File: config.mk
export PLATFORM = sky130hd
export DESIGN_NAME = two_wire_display_link_master_core
export DESIGN_NICKNAME = d
export VERILOG_FILES = /design/src/design/tdl_pkg.sv /design/src/design/tdl_front.sv /design/src/design/tdl_queue.sv /design/src/design/tdl_back.sv /design/src/design/two_wire_display_link_master_core.sv
export SDC_FILE = /design/constraint.sdc
export NUM_CORES = 1
export LEC_CHECK = 0
export BUFFER_PORTS_ARGS = -buffer_cell sky130_fd_sc_hd__buf_2
export CAP_MARGIN = 20
export CORE_MARGIN = 1
export CORE_UTILIZATION = 48
export DETAILED_ROUTE_END_ITERATION = 6
export PLACE_DENSITY_LB_ADDON = 0.25
export SYNTH_ARGS = -nofsm -noshare
export SYNTH_HDL_FRONTEND = slang
export SYNTH_SLANG_ARGS = --single-unit
export TNS_END_PERCENT = 5
File: constraint.sdc
create_clock -name clk_i -period 4.45 [get_ports clk_i]
set_input_delay 1.1125 -clock clk_i [delete_from_list [all_inputs] [get_ports clk_i]]
set_output_delay 1.1125 -clock clk_i [all_outputs]
set_load 0.05 [all_outputs]
File: src/design/tdl_pkg.sv
`timescale 1ns / 1ps
// shared types and constants for the two-wire display link master
// used by tdl_front, tdl_queue, tdl_back and the top level
package tdl_pkg;

  // kind codes as they arrive on the slave-side tuser
  localparam logic [2:0] KIND_TICK  = 3'd0;
  localparam logic [2:0] KIND_START = 3'd1;
  localparam logic [2:0] KIND_STOP  = 3'd2;
  localparam logic [2:0] KIND_WRITE = 3'd3;
  localparam logic [2:0] KIND_READ  = 3'd4;

  localparam int unsigned IN_TDATA_W  = 16;
  localparam int unsigned OUT_TDATA_W = 16;

  typedef enum logic [2:0] {
    CMD_NONE,
    CMD_START,
    CMD_STOP,
    CMD_WRITE,
    CMD_READ
  } cmd_e;

  // one classified tick as it sits in the queue
  typedef struct packed {
    cmd_e       cmd;
    logic [7:0] data_byte;
    logic       line_level;
  } tick_t;

  // one result beat
  typedef struct packed {
    logic       finished;
    logic [7:0] received_byte;
    logic       busy_res;
    logic       data_drive;
    logic       data_pin;
    logic       clock_pin;
  } res_t;

endpackage

File: src/design/tdl_front.sv
`timescale 1ns / 1ps
// front end: takes slave-side beats and classifies the kind field
// into a command; depends on tdl_pkg
module tdl_front (
  input  logic                             s_axis_tvalid,
  output logic                             s_axis_tready,
  input  logic [tdl_pkg::IN_TDATA_W-1:0]   s_axis_tdata,
  input  logic [2:0]                       s_axis_tuser,
  output logic                             push_o,
  output tdl_pkg::tick_t                   tick_o,
  input  logic                             full_i
);
  import tdl_pkg::*;

  cmd_e cmd;

  always_comb begin
    case (s_axis_tuser)
      KIND_START: cmd = CMD_START;
      KIND_STOP:  cmd = CMD_STOP;
      KIND_WRITE: cmd = CMD_WRITE;
      KIND_READ:  cmd = CMD_READ;
      default:    cmd = CMD_NONE; // plain tick and unused codes
    endcase
  end

  assign s_axis_tready     = ~full_i;
  assign push_o            = s_axis_tvalid & ~full_i;
  assign tick_o.cmd        = cmd;
  assign tick_o.data_byte  = s_axis_tdata[7:0];
  assign tick_o.line_level = s_axis_tdata[8];

endmodule

File: src/design/tdl_queue.sv
`timescale 1ns / 1ps
// two-entry queue of classified ticks between front and back
// depends on tdl_pkg
module tdl_queue (
  input  logic           clk_i,
  input  logic           rst_ni,
  input  logic           push_i,
  input  tdl_pkg::tick_t tick_i,
  output logic           full_o,
  input  logic           pop_i,
  output logic           valid_o,
  output tdl_pkg::tick_t tick_o
);
  import tdl_pkg::*;

  tick_t      mem_q [2];
  logic       wr_ptr_q, wr_ptr_d;
  logic       rd_ptr_q, rd_ptr_d;
  logic [1:0] count_q, count_d;

  assign full_o  = count_q[1];
  assign valid_o = |count_q;
  assign tick_o  = mem_q[rd_ptr_q];

  always_comb begin
    wr_ptr_d = wr_ptr_q ^ push_i;
    rd_ptr_d = rd_ptr_q ^ pop_i;
    count_d  = count_q + {1'b0, push_i} - {1'b0, pop_i};
  end

  always_ff @(posedge clk_i or negedge rst_ni) begin
    if (!rst_ni) begin
      wr_ptr_q <= 1'b0;
      rd_ptr_q <= 1'b0;
      count_q  <= 2'd0;
    end else begin
      wr_ptr_q <= wr_ptr_d;
      rd_ptr_q <= rd_ptr_d;
      count_q  <= count_d;
    end
  end

  always_ff @(posedge clk_i) begin
    if (push_i) begin
      mem_q[wr_ptr_q] <= tick_i;
    end
  end

endmodule

File: src/design/tdl_back.sv
`timescale 1ns / 1ps
// back end: pin sequencer, one step per tick, with a result register
// that parts it from the master side; depends on tdl_pkg
module tdl_back (
  input  logic           clk_i,
  input  logic           rst_ni,
  input  logic           q_valid_i,
  input  tdl_pkg::tick_t tick_i,
  output logic           pop_o,
  output logic           res_valid_o,
  output tdl_pkg::res_t  res_o,
  input  logic           res_ready_i
);
  import tdl_pkg::*;

  localparam logic [3:0] PH_IDLE   = 4'd0;
  localparam logic [3:0] PH_S_CLKH = 4'd1;
  localparam logic [3:0] PH_S_DATL = 4'd2;
  localparam logic [3:0] PH_S_CLKL = 4'd3;
  localparam logic [3:0] PH_T_CLKH = 4'd4;
  localparam logic [3:0] PH_T_DATH = 4'd5;
  localparam logic [3:0] PH_W_LOW  = 4'd6;
  localparam logic [3:0] PH_W_DATA = 4'd7;
  localparam logic [3:0] PH_W_HIGH = 4'd8;
  localparam logic [3:0] PH_R_LOW  = 4'd9;
  localparam logic [3:0] PH_R_HIGH = 4'd10;
  localparam logic [3:0] PH_A_LOW  = 4'd11;
  localparam logic [3:0] PH_A_WAIT = 4'd12;
  localparam logic [3:0] PH_A_FALL = 4'd13;

  logic [3:0] phase_q, phase_d;
  logic [2:0] bit_idx_q, bit_idx_d;
  logic [7:0] shift_q, shift_d;
  logic       clk_lvl_q, clk_lvl_d;
  logic       dat_lvl_q, dat_lvl_d;
  logic       drive_q, drive_d;
  logic [7:0] rd_res_q, rd_res_d;
  logic       done;
  logic       res_valid_q;
  res_t       res_q, res_d;

  assign pop_o = q_valid_i & (~res_valid_q | res_ready_i);

  always_comb begin
    phase_d   = phase_q;
    bit_idx_d = bit_idx_q;
    shift_d   = shift_q;
    clk_lvl_d = clk_lvl_q;
    dat_lvl_d = dat_lvl_q;
    drive_d   = drive_q;
    rd_res_d  = rd_res_q;
    done      = 1'b0;
    case (phase_q)
      PH_IDLE: begin
        case (tick_i.cmd)
          CMD_START: begin
            dat_lvl_d = 1'b1;
            drive_d   = 1'b1;
            phase_d   = PH_S_CLKH;
          end
          CMD_STOP: begin
            dat_lvl_d = 1'b0;
            drive_d   = 1'b1;
            phase_d   = PH_T_CLKH;
          end
          CMD_WRITE: begin
            shift_d   = tick_i.data_byte;
            bit_idx_d = 3'd0;
            drive_d   = 1'b1;
            clk_lvl_d = 1'b0;
            phase_d   = PH_W_DATA;
          end
          CMD_READ: begin
            shift_d   = 8'd0;
            bit_idx_d = 3'd0;
            drive_d   = 1'b0;
            dat_lvl_d = 1'b1;
            phase_d   = PH_R_LOW;
          end
          default: ;
        endcase
      end
      PH_S_CLKH: begin
        clk_lvl_d = 1'b1;
        phase_d   = PH_S_DATL;
      end
      PH_S_DATL: begin
        dat_lvl_d = 1'b0;
        phase_d   = PH_S_CLKL;
      end
      PH_S_CLKL: begin
        clk_lvl_d = 1'b0;
        phase_d   = PH_IDLE;
        done      = 1'b1;
      end
      PH_T_CLKH: begin
        clk_lvl_d = 1'b1;
        phase_d   = PH_T_DATH;
      end
      PH_T_DATH: begin
        dat_lvl_d = 1'b1;
        phase_d   = PH_IDLE;
        done      = 1'b1;
      end
      PH_W_LOW: begin
        clk_lvl_d = 1'b0;
        phase_d   = PH_W_DATA;
      end
      PH_W_DATA: begin
        // lsb first
        dat_lvl_d = shift_q[0];
        shift_d   = {1'b0, shift_q[7:1]};
        phase_d   = PH_W_HIGH;
      end
      PH_W_HIGH: begin
        clk_lvl_d = 1'b1;
        bit_idx_d = bit_idx_q + 3'd1;
        phase_d   = (&bit_idx_q) ? PH_A_LOW : PH_W_LOW;
      end
      PH_R_LOW: begin
        clk_lvl_d = 1'b0;
        shift_d   = {1'b0, shift_q[7:1]};
        phase_d   = PH_R_HIGH;
      end
      PH_R_HIGH: begin
        clk_lvl_d = 1'b1;
        shift_d   = {shift_q[7] | tick_i.line_level, shift_q[6:0]};
        bit_idx_d = bit_idx_q + 3'd1;
        if (&bit_idx_q) begin
          rd_res_d = shift_d;
          phase_d  = PH_A_LOW;
        end else begin
          phase_d  = PH_R_LOW;
        end
      end
      PH_A_LOW: begin
        clk_lvl_d = 1'b0;
        drive_d   = 1'b0;
        dat_lvl_d = 1'b1;
        phase_d   = PH_A_WAIT;
      end
      PH_A_WAIT: begin
        // no timeout on the acknowledge
        if (!tick_i.line_level) begin
          clk_lvl_d = 1'b1;
          phase_d   = PH_A_FALL;
        end
      end
      PH_A_FALL: begin
        clk_lvl_d = 1'b0;
        phase_d   = PH_IDLE;
        done      = 1'b1;
      end
      default: phase_d = PH_IDLE;
    endcase
  end

  always_comb begin
    res_d.clock_pin     = clk_lvl_d;
    res_d.data_pin      = dat_lvl_d;
    res_d.data_drive    = drive_d;
    res_d.busy_res      = (phase_d != PH_IDLE);
    res_d.received_byte = rd_res_d;
    res_d.finished      = done;
  end

  always_ff @(posedge clk_i or negedge rst_ni) begin
    if (!rst_ni) begin
      phase_q     <= PH_IDLE;
      bit_idx_q   <= 3'd0;
      shift_q     <= 8'd0;
      clk_lvl_q   <= 1'b1;
      dat_lvl_q   <= 1'b1;
      drive_q     <= 1'b1;
      rd_res_q    <= 8'd0;
      res_valid_q <= 1'b0;
    end else begin
      if (pop_o) begin
        phase_q   <= phase_d;
        bit_idx_q <= bit_idx_d;
        shift_q   <= shift_d;
        clk_lvl_q <= clk_lvl_d;
        dat_lvl_q <= dat_lvl_d;
        drive_q   <= drive_d;
        rd_res_q  <= rd_res_d;
      end
      if (pop_o) begin
        res_valid_q <= 1'b1;
      end else if (res_ready_i) begin
        res_valid_q <= 1'b0;
      end
    end
  end

  always_ff @(posedge clk_i) begin
    if (pop_o) begin
      res_q <= res_d;
    end
  end

  assign res_valid_o = res_valid_q;
  assign res_o       = res_q;

  a_done_idle: assert property (@(posedge clk_i) disable iff (!rst_ni)
    (res_valid_q && res_q.finished) |-> !res_q.busy_res)
    else $error("finished beat reports busy");

  a_bit_idx_phase: assert property (@(posedge clk_i) disable iff (!rst_ni)
    (bit_idx_q != 3'd0) |-> (phase_q == PH_W_LOW || phase_q == PH_W_DATA ||
                             phase_q == PH_W_HIGH || phase_q == PH_R_LOW ||
                             phase_q == PH_R_HIGH))
    else $error("bit counter left nonzero outside a byte transfer");

  a_ack_released: assert property (@(posedge clk_i) disable iff (!rst_ni)
    (phase_q == PH_A_WAIT || phase_q == PH_A_FALL) |-> !drive_q)
    else $error("data line driven during acknowledge");

  a_no_pop_stalled: assert property (@(posedge clk_i) disable iff (!rst_ni)
    (res_valid_q && !res_ready_i) |-> !pop_o)
    else $error("sequencer stepped while result register stalled");

endmodule

File: src/design/two_wire_display_link_master_core.sv
`timescale 1ns / 1ps
// top level of the two-wire display link master
// instantiates tdl_front, tdl_queue and tdl_back; depends on tdl_pkg
//
// each slave-side beat is one pin step: the sequencer advances one step and
// returns exactly one master-side beat with the pin levels after that step.
// a beat can be taken every clock cycle while the tick queue is not full. an
// accepted tick is written to the two-entry tick queue, and its result beat
// is then registered in the result register; master-side stalls hold ticks
// in the queue behind the result register, and tready drops once it is full.
// a command in tuser is acted on only while no sequence is in progress;
// otherwise it is a plain tick. tlast marks the beat on which a start, stop,
// write or read sequence completes.
module two_wire_display_link_master_core (
  input  logic                                clk_i,
  input  logic                                rst_ni,
  input  logic                                s_axis_tvalid,
  output logic                                s_axis_tready,
  // [7:0] data_byte, [8] line_level, [15:9] zero
  input  logic [tdl_pkg::IN_TDATA_W-1:0]      s_axis_tdata,
  // [2:0] kind
  input  logic [2:0]                          s_axis_tuser,
  output logic                                m_axis_tvalid,
  input  logic                                m_axis_tready,
  // [0] clock_pin, [1] data_pin, [2] data_drive, [3] busy_res,
  // [11:4] received_byte, [15:12] zero
  output logic [tdl_pkg::OUT_TDATA_W-1:0]     m_axis_tdata,
  // finished
  output logic                                m_axis_tlast
);
  import tdl_pkg::*;

  logic  push;
  logic  full;
  logic  pop;
  logic  q_valid;
  tick_t tick_in;
  tick_t tick_q;
  res_t  res;

  tdl_front u_front (
    .s_axis_tvalid (s_axis_tvalid),
    .s_axis_tready (s_axis_tready),
    .s_axis_tdata  (s_axis_tdata),
    .s_axis_tuser  (s_axis_tuser),
    .push_o        (push),
    .tick_o        (tick_in),
    .full_i        (full)
  );

  tdl_queue u_queue (
    .clk_i   (clk_i),
    .rst_ni  (rst_ni),
    .push_i  (push),
    .tick_i  (tick_in),
    .full_o  (full),
    .pop_i   (pop),
    .valid_o (q_valid),
    .tick_o  (tick_q)
  );

  tdl_back u_back (
    .clk_i       (clk_i),
    .rst_ni      (rst_ni),
    .q_valid_i   (q_valid),
    .tick_i      (tick_q),
    .pop_o       (pop),
    .res_valid_o (m_axis_tvalid),
    .res_o       (res),
    .res_ready_i (m_axis_tready)
  );

  assign m_axis_tdata = {4'd0, res.received_byte, res.busy_res, res.data_drive,
                         res.data_pin, res.clock_pin};
  assign m_axis_tlast = res.finished;

endmodule

Yosys cells after proc, flatten, opt, wreduce, memory -nomap -nowiden
Memory sizes are Yosys's and may differ from the RTL's. Cells that the tools add are included.

Input bits: 23. Output and inout bits: 19. Memory bits (writable): 24. Bits in registers: 44. Memories: 1. Logic and storage cells: 98.

Multiplexer cells: 24. Eq/ne operators: 23. Add/subtract/negate cells: 3. Bitwise operators: 9. Reductions and logical operators: 20.

Memories: u_queue.mem_q (depth 2, width 12, rd ports 1, clocked after memory_dff 0, wr ports 1, RTL line tdl_queue.sv:16) `tick_t mem_q [2];`.

Operators by type and width (number): $pmux W4 S11 (1); $eq A4 B4 Y1 const B (6); $pmux W8 S3 (1); $eq A4 B3 Y1 const B (4); $mux W8 (2); $pmux W4 S4 (1); $pmux W8 S2 (1); $eq A3 B2 Y1 const B (4); $pmux W3 S4 (1); $reduce_or A2 Y1 (6); $reduce_and A3 Y1 (3); $eq A4 B2 Y1 const B (2); $mux W4 (2); $pmux W1 S4 (2); $mux W1 (7); $eq A3 B1 Y1 const B (2); $eq A3 B3 Y1 const B (2); $pmux W1 S2 (3); $pmux W3 S2 (1); $reduce_bool A2 Y1 (3); $reduce_or A3 Y1 (2); $reduce_or A5 Y1 (1); $eq A4 B1 Y1 const B (1); $logic_not A4 Y1 (1); other kinds (15) (20).

Longest topological paths before layout
Gate-level depths: netlist of run 1. An unclocked memory read counts as a cell.

Depth after elaboration: 5. Depth in mapped cells: 8.

Modules after synthesis
Synthesis of run 1 repeated with hierarchy kept, for this count alone.

Cell total of the unflattened synthesis: 256. Area total of the unflattened synthesis: 3468.3 um2.

By module, submodules not included: tdl_back (cells each 185, area each 2222.1 um2, times used 1); tdl_queue (cells each 52, area each 1104.8 um2, times used 1); tdl_front (cells each 14, area each 107.6 um2, times used 1); two_wire_display_link_master_core (cells each 5, area each 33.8 um2, times used 1).

Least setup slack after synthesis of run 1
OpenSTA, ideal clock, no wires.

Kind: in2reg. From: input port m_axis_tready. To: register u_queue.count_q[1]. Buffers on the path: 0. Stages: 8. Data arrival time: 2.811 ns. Setup slack: 1.515 ns. Library setup time: 0.124 ns. Path through: nand2b_1 -> o21ai_1 -> inv_1 -> ha_1 -> inv_1 -> ha_1 -> xnor2_1 -> xnor2_1.

Longest elaborated chain between the ends: 3.

Ends and longest elaborated chain: start: declaration (RTL line two_wire_display_link_master_core.sv:24) `input logic m_axis_tready,`; $or A1 B1 Y1 (RTL line tdl_back.sv:42) `assign pop_o = q_valid_i & (~res_valid_q | res_ready_i);`; $and A1 B1 Y1 (RTL line tdl_back.sv:42); named net pop (RTL line two_wire_display_link_master_core.sv:35) `logic pop;`; $sub A2 B1 Y2 (RTL line tdl_queue.sv:28) `count_d = count_q + {1'b0, push_i} - {1'b0, pop_i};`; named net u_queue.count_d[1] (RTL line tdl_queue.sv:19) `logic [1:0] count_q, count_d;`; end signal: assignment (RTL line tdl_queue.sv:39) `count_q <= count_d;`; end: declaration (RTL line tdl_queue.sv:19).

The timed path passes the listed nets, and every way through them passes these cells. A chain may end at the register's enable or synchronous reset.

Final worst setup path of run 1
From: register u_queue.rd_ptr_q. To: register u_back.shift_q[5].

Longest elaborated chain between the ends: 4.

Ends and longest elaborated chain: start: declaration (RTL line tdl_queue.sv:18) `logic rd_ptr_q, rd_ptr_d;`; start signal: assignment (RTL line tdl_queue.sv:38) `rd_ptr_q <= rd_ptr_d;`; $mem_v2 Z2 W12 (*); $eq A3 B3 Y1 / $eq A3 B2 Y1 (equally long branches) (RTL line tdl_back.sv:55) `case (tick_i.cmd)`; $pmux W8 S2 / $ne A3 B3 Y1 (equally long branches); $pmux W8 S3 / $reduce_and A4 Y1 (equally long branches); end signal: assignment (RTL line tdl_back.sv:181) `shift_q <= shift_d;`; end: declaration (RTL line tdl_back.sv:33) `logic [7:0] shift_q, shift_d;`.

Every way passes the cells marked *; elsewhere a longest branch is shown, timed or not.

==> summary.txt, run 1 <==
Outcome - finished, final reports clean
Power share of the clock group - 20.3%
Syn avg cell area - 12.5 um2
Gp weighted congestion - 0.775
Slowest CP cell - dfrtp_1
Number of global-route vias before repair - 1995
Post-Syn Area - 3400 um2
Worst hold path startpoint - u_back.bit_idx_q[2]
Initial Util - 49.8%
CTS clk-pin slew, worst paths - 0.07 ns
Antenna Nets Post-Route - 0
Fmax - 0.404 GHz
Pin count of the biggest net entering global routing - 32
Final setup TNS - 0 ns
Crit Path Class - reg2reg
Req. time, crit path - 4.68 ns
Number of flops mapped to enable cells by yosys - 37
Hold crit path type - reg2reg
Die width - 86.2 um
Inserted Diodes - 0
Crit-path max cell delay - 0.74 ns
Grt met3 use - 3.85%
Combinational fraction of design power - 39.1%
PwrDens - 715 nW/um2
Layout fillers - 590
Main synth FF type - edfxtp_1
CP Depth - 5
Vias/cell - 5.33
DRC viols - 0
Gr usage total - 17.8%
Fin Hold WS - 0.499 ns
Crit path DAT - 2.70 ns
Area of the core - 6830 um2
Finished Layout Cells - 405
Dpl hpwl - 4030 um
Part of the power in registers - 40.6%
Clk_skew - 0.00438 ns
Port Buffers - 30
Seq. cell area - 1890 um2
Seq/Total Area, Yosys - 55.6%
Switch share - 39.8%
CTS buffer count - 9
CP startpoint - u_queue.rd_ptr_q
Cell Chain, Critical Path - nor4b_1 > a31oi_1 > buf_4 > a211oi_4 > mux2_2
Fin crit share - 55.7%
Unrepaired setup endpoints after global routing - no
Slew margin rel. - 35.1%
Cts hold-fix bufs - 0
Leakage - 1.57 nW
CTS tree - built
Max Slew Vio Count - 0
P_sw - 1.10 mW
Area of the multi-input gates - 1400 um2
Sinks on the clock net - 68
Crit path time final - 2.48 ns
RR Startpoint - u_queue.rd_ptr_q
CTS resizes - 0
Worst-Margin Slew - 0.973 ns
Hold depth - 1
Layout cells sized above 1 - 27.5%
Critical-path maximum fanout - 23
Clock Latency Late Sink - 0.34 ns
Io pins - 42
Max-cap violations - 0
Top Usage Layer GRT - met2
Drt pass-1 iters - 4
CP delay by family, top - flip-flops
Internal power - 1.66 mW
Nets - 333
Die area - 7420 um2
Final setup vio count - 0
Grt ovf - 0
First-pass GRT wire length - 9870 um
Yosys Warn Count - 0
Count of final hold-check violations - 0
Clock Tree Buf Depth - 2
DR vias - 2158
Critical Path Source Type - flop
Met1 Use GR - 25.5%
Post-Layout Inst Area - 3850 um2
Buffers plus inverters on the worst setup path - 1
Clock root buffer - clkbuf_8
Initial drt markers - 174
Met2 GRT Util - 25.8%
Initial antenna violation count - 0
Syn Inst Count - 273
Drt total wl - 5930 um
Setup Buffers After CTS - 0
Worst VDD drop - 0.278 mV
Height of the die - 86.2 um
H-tree depth - 3
Crit. End Element - flop
Cell variety after synth - 61
FP Rows - 30
Placed inst area - 3630 um2
Drt wl/cell - 14.6 um
Async set-reset flop share out of synthesis - 45.6%
Yosys reg bits - 68
Dpl cells - 389
Path depth of the worst reg2reg path - 5
Area grow syn2layout - 13.4%
==> layout by cell type, fill, tap and decap left out, drive strengths merged, types with 2 or more instances in the layout <==
cell     n
ha       6
a32o     9
nor3     5
a31oi    4
nand2b   4
nor4     2
o211ai   2
conb     4
nand2   14
dfstp    3
a21oi    8
mux2    21
nor2b    8
a32oi    3
o31ai    2
o21ai   11
xnor2    4
dfrtp   28
a21o     3
clkbuf  12
nor2    22
buf     34
and2     2
inv     11
nor3b    3
a211o    2
mux2i   13
edfxtp  37
a211oi   2
==> registers in the layout, summed over array words and instances, names as in the netlist <==
register and flops:
u_back.bit_idx_q 3, u_back.clk_lvl_q 1, u_back.dat_lvl_q 1, u_back.drive_q 1, u_back.phase_q 4, u_back.rd_res_q 8
u_back.res_o 13, u_back.res_valid_o 1, u_back.shift_q 8, u_queue.count_q 2, u_queue.mem_q 24, u_queue.rd_ptr_q 1
u_queue.wr_ptr_q 1
==> final cells by class <==
class	count	share of cell area, %
clock inverter	4	1.33
timing repair buffer	34	4.67
inverter	10	0.974
clock buffer	12	4.61
sequential	68	49.0
multi-input combinational	181	36.3
tap	96	3.12
==> power groups by stage <==
stage	Clock, mW	Combinational, mW	Sequential (mW)
after floorplan	0	0.812	1.16
after global placement	0	1.06	1.13
after detailed placement	0	1.08	1.13
after CTS	0.574	1.08	1.12
after global routing	0.599	1.18	1.16
final	0.560	1.08	1.12
==> synth_stat cells (all sizes together) (2+ instances only) <==
library cell | number | area (um2)
a211o | 2 | 17.5
nor2b | 8 | 50.1
a32o | 9 | 90.1
a31oi | 4 | 25.0
dfrtp | 28 | 701
nand2b | 4 | 25.0
edfxtp | 37 | 1110
o21ai | 11 | 55.1
a21o | 3 | 22.5
a21oi | 8 | 40.0
a32oi | 3 | 26.3
and2 | 2 | 12.5
xnor2 | 4 | 35.0
inv | 10 | 37.5
clkbuf | 8 | 30.0
nor4 | 2 | 42.5
nand2 | 14 | 52.6
nor3 | 5 | 25.0
nor3b | 3 | 27.5
buf | 9 | 55.1
ha | 6 | 75.1
nor2 | 22 | 85.1
mux2i | 13 | 130
a211oi | 2 | 27.5
o211ai | 2 | 15.0
o31ai | 2 | 15.0
dfstp | 3 | 78.8
mux2 | 21 | 236
==> routing by layer <==
layer | vias to the layer above | part of all wire (%)
met3 | 11 | 3.1
li1 | 1085 | -
met4 | 0 | 2.0
met1 | 1020 | 50
met2 | 42 | 45
met5 | - | 0
==> path summary, 6_finish.rpt <==
kind | to | slack, ns
max | u_back.shift_q[5] | 1.97
min | u_back.bit_idx_q[2] | 0.50
max reg2reg | u_back.shift_q[5] | 1.97
min reg2reg | u_back.bit_idx_q[2] | 0.50
max in group asynchronous | u_back.phase_q[2] | 3.18
min in group asynchronous | u_back.rd_res_q[5] | 0.82
==> metrics by stage <==
| stage | worst slack, ns | total power, mW | utilization, % |
|---|---|---|---|
| final | 1.97 | 2.76 | 56.4 |
| after global routing | 1.79 | 2.94 | 56.4 |
| after CTS | 1.96 | 2.78 | 56.4 |
| after detailed placement | 1.77 | 2.21 | 53.1 |
| after global placement | 1.79 | 2.19 | 53.1 |
| after floorplan | 1.51 | 1.97 | - |
==> logic make-up after synthesis <==
kind of cell	count (synthesis)	synth area share, %
flip-flops	68	55.6
other	1	0.110
XOR/XNOR	5	1.29
AO/OA/AOI/OAI	61	14.2
multiplexers	34	10.8
adder cells (fa/ha/maj)	6	2.21
buffers and inverters	27	3.61
AND/OR/NAND/NOR	71	12.1
Power figures use the tool's default switching activity.
==> inputs of run 2 (changes only) <==
==> constraint.sdc (replaced) <==
create_clock -name clk_i -period 2.24 [get_ports clk_i]
set_input_delay 0.56 -clock clk_i [delete_from_list [all_inputs] [get_ports clk_i]]
set_output_delay 0.56 -clock clk_i [all_outputs]
set_load 0.05 [all_outputs]
==> summary.txt, run 2 (same netlist as run 1, synthesis figures left out) <==
Die area - 7420 um2 (unchanged)
Fin Hold WS - 0.265 ns (-0.233 ns)
Clock root buffer - clkbuf_8
Max FFs per register - 24 (unchanged)
Initial Util - 49.8% (unchanged)
Final setup vio count - 0 (unchanged)
Sinks on the clock net - 68 (unchanged)
Req. time, crit path - 2.48 ns (-2.20 ns)
Inserted Diodes - 0 (unchanged)
Finished Layout Cells - 425 (+4.9%)
Initial antenna violation count - 0 (unchanged)
CTS tree - built
Most frequent cells in the layout - 37 x edfxtp_1, 30 x buf_2, 27 x dfrtp_1, 24 x buf_4
Final setup TNS - 0 ns (unchanged)
Drt pass-1 iters - 4 (unchanged)
Gr usage total - 19.1% (+1.2 points)
CTS resizes - 0 (unchanged)
Part of the power in registers - 35.5% (-5.1 points)
Biggest register - u_queue.mem_q
Clk_skew - 0.0104 ns (+0.00597 ns)
Crit. End Element - flop
Internal power - 3.47 mW (+110%)
Hold crit path type - in2async
Vias/cell - 5.42 (+1.7%)
Drt wl/cell - 15.0 um (+2.4%)
Area of the multi-input gates - 1400 um2 (unchanged)
CTS clk-pin slew, worst paths - 0.08 ns (about the same)
CTS buffer count - 9 (unchanged)
Worst-Margin Slew - 0.730 ns (-0.243 ns)
Nets - 353 (+6.0%)
Drt total wl - 6380 um (+7.5%)
Worst VDD drop - 0.612 mV (+120%)
Clock Latency Late Sink - 0.35 ns (about the same)
Area of the core - 6830 um2 (unchanged)
Port Buffers - 30 (unchanged)
Unrepaired setup endpoints after global routing - no
Max-cap violations - 0 (unchanged)
Fmax - 0.479 GHz (+19%)
Layout fillers - 574 (-2.7%)
Critical-path maximum fanout - 11 (-52%)
P_sw - 2.27 mW (+110%)
H-tree depth - 3 (unchanged)
Seq. cell area - 1890 um2 (about the same)
Layout Utilization - 58.6% (+2.2 points)
Crit path time final - 2.09 ns (-0.388 ns)
Most common cell after layout, fill and taps aside - edfxtp_1
DP Worst Slack - 0.220 ns (-1.55 ns)
Count of final hold-check violations - 0 (unchanged)
Post-route setup slack - 0.151 ns (-1.82 ns)
Switch share - 39.5% (-0.29 points)
Pin count of the biggest net entering global routing - 32 (unchanged)
Area grow syn2layout - 17.9%
Post-Layout Inst Area - 4010 um2 (+3.9%)
Total power - 5.74 mW (+110%)
Antenna Nets Post-Route - 0 (unchanged)
Placed inst area - 3780 um2 (+4.2%)
Fin crit share - 93.3% (+38 points)
Slew margin rel. - 51.3% (+16 points)
Dpl cells - 409 (+5.1%)
Io pins - 42 (unchanged)
Layout cells sized above 1 - 32.5% (+5.0 points)
FP Rows - 30 (unchanged)
Number of global-route vias before repair - 2197 (+10%)
Outcome - finished, final reports clean
Cts hold-fix bufs - 0 (unchanged)
DR vias - 2302 (+6.7%)
Power share of the clock group - 19.7% (-0.6 points)
Die width - 86.2 um (unchanged)
Crit Path Class - reg2reg
Critical Path Source Type - flop
Combinational fraction of design power - 44.9% (+5.8 points)
Max Slew Vio Count - 0 (unchanged)
PwrDens - 1430 nW/um2 (+100%)
Leakage - 1.67 nW (+6.4%)
Gp weighted congestion - 0.917 (+18%)
R2R Setup Slk - 0.15 ns (-1.82 ns)
Dpl hpwl - 4460 um (+11%)
DRC viols - 0 (unchanged)
Height of the die - 86.2 um (unchanged)
First-pass GRT wire length - 10600 um (+7.6%)
Crit path DAT - 2.32 ns (-0.38 ns)
Grt ovf - 0 (unchanged)
Clock Tree Buf Depth - 2 (unchanged)
Initial drt markers - 147 (-16%)
Setup Buffers After CTS - 0 (unchanged)
==> run 2: cell count changes in the layout (fill, tap and decap cells not counted), sizes merged <==
cell and change:
buf +20
==> run 2: area by class of cell <==
cell class | instances | area share [%]
inverter | 10 | 0.937
tap | 96 | 3.00
sequential | 68 | 47.2
clock buffer | 12 | 4.43
multi-input combinational | 181 | 34.9
timing repair buffer | 54 | 8.24
clock inverter | 4 | 1.28
==> run 2: worst paths after layout <==
kind                       cells past startpoint                  end                start
max in group asynchronous                      1   u_back.res_valid_o               rst_ni
hold reg to reg                                1  u_back.bit_idx_q[2]  u_back.bit_idx_q[2]
min in group clk_i                             1  u_queue.mem_q[1][3]      s_axis_tdata[2]
hold / removal                                 1   u_back.rd_res_q[3]               rst_ni
setup reg to reg                               5    u_back.shift_q[5]    u_back.phase_q[3]
setup / recovery                               5    u_back.shift_q[5]    u_back.phase_q[3]
==> run 2: power groups by stage <==
stage               clock network (mW)  logic (mW)  registers, mW
finish                            1.13        2.58           2.04
floorplan                            0        1.62           2.30
CTS                               1.16        2.58           2.03
detailed placement                   0        2.57           2.06
global placement                     0        2.53           2.05
global route                      1.20        2.80           2.09
==> run 2: critical path: stages, from the launching register on <==
cell	delay, ns
dfrtp_1	0.52
nor4bb_1	0.53
a211oi_1	0.18
a211oi_4	0.23
buf_4	0.19
mux2_2	0.34
==> run 2: routing by layer <==
metal / vias up / global-route usage [%] / part of all wire (%)
met4: 0 / 10.5 / 2.0
met3: 13 / 3.75 / 4.0
met2: 58 / 29.0 / 46
met5: - / 0 / 0
met1: 1114 / 25.7 / 48
li1: 1117 / - / -
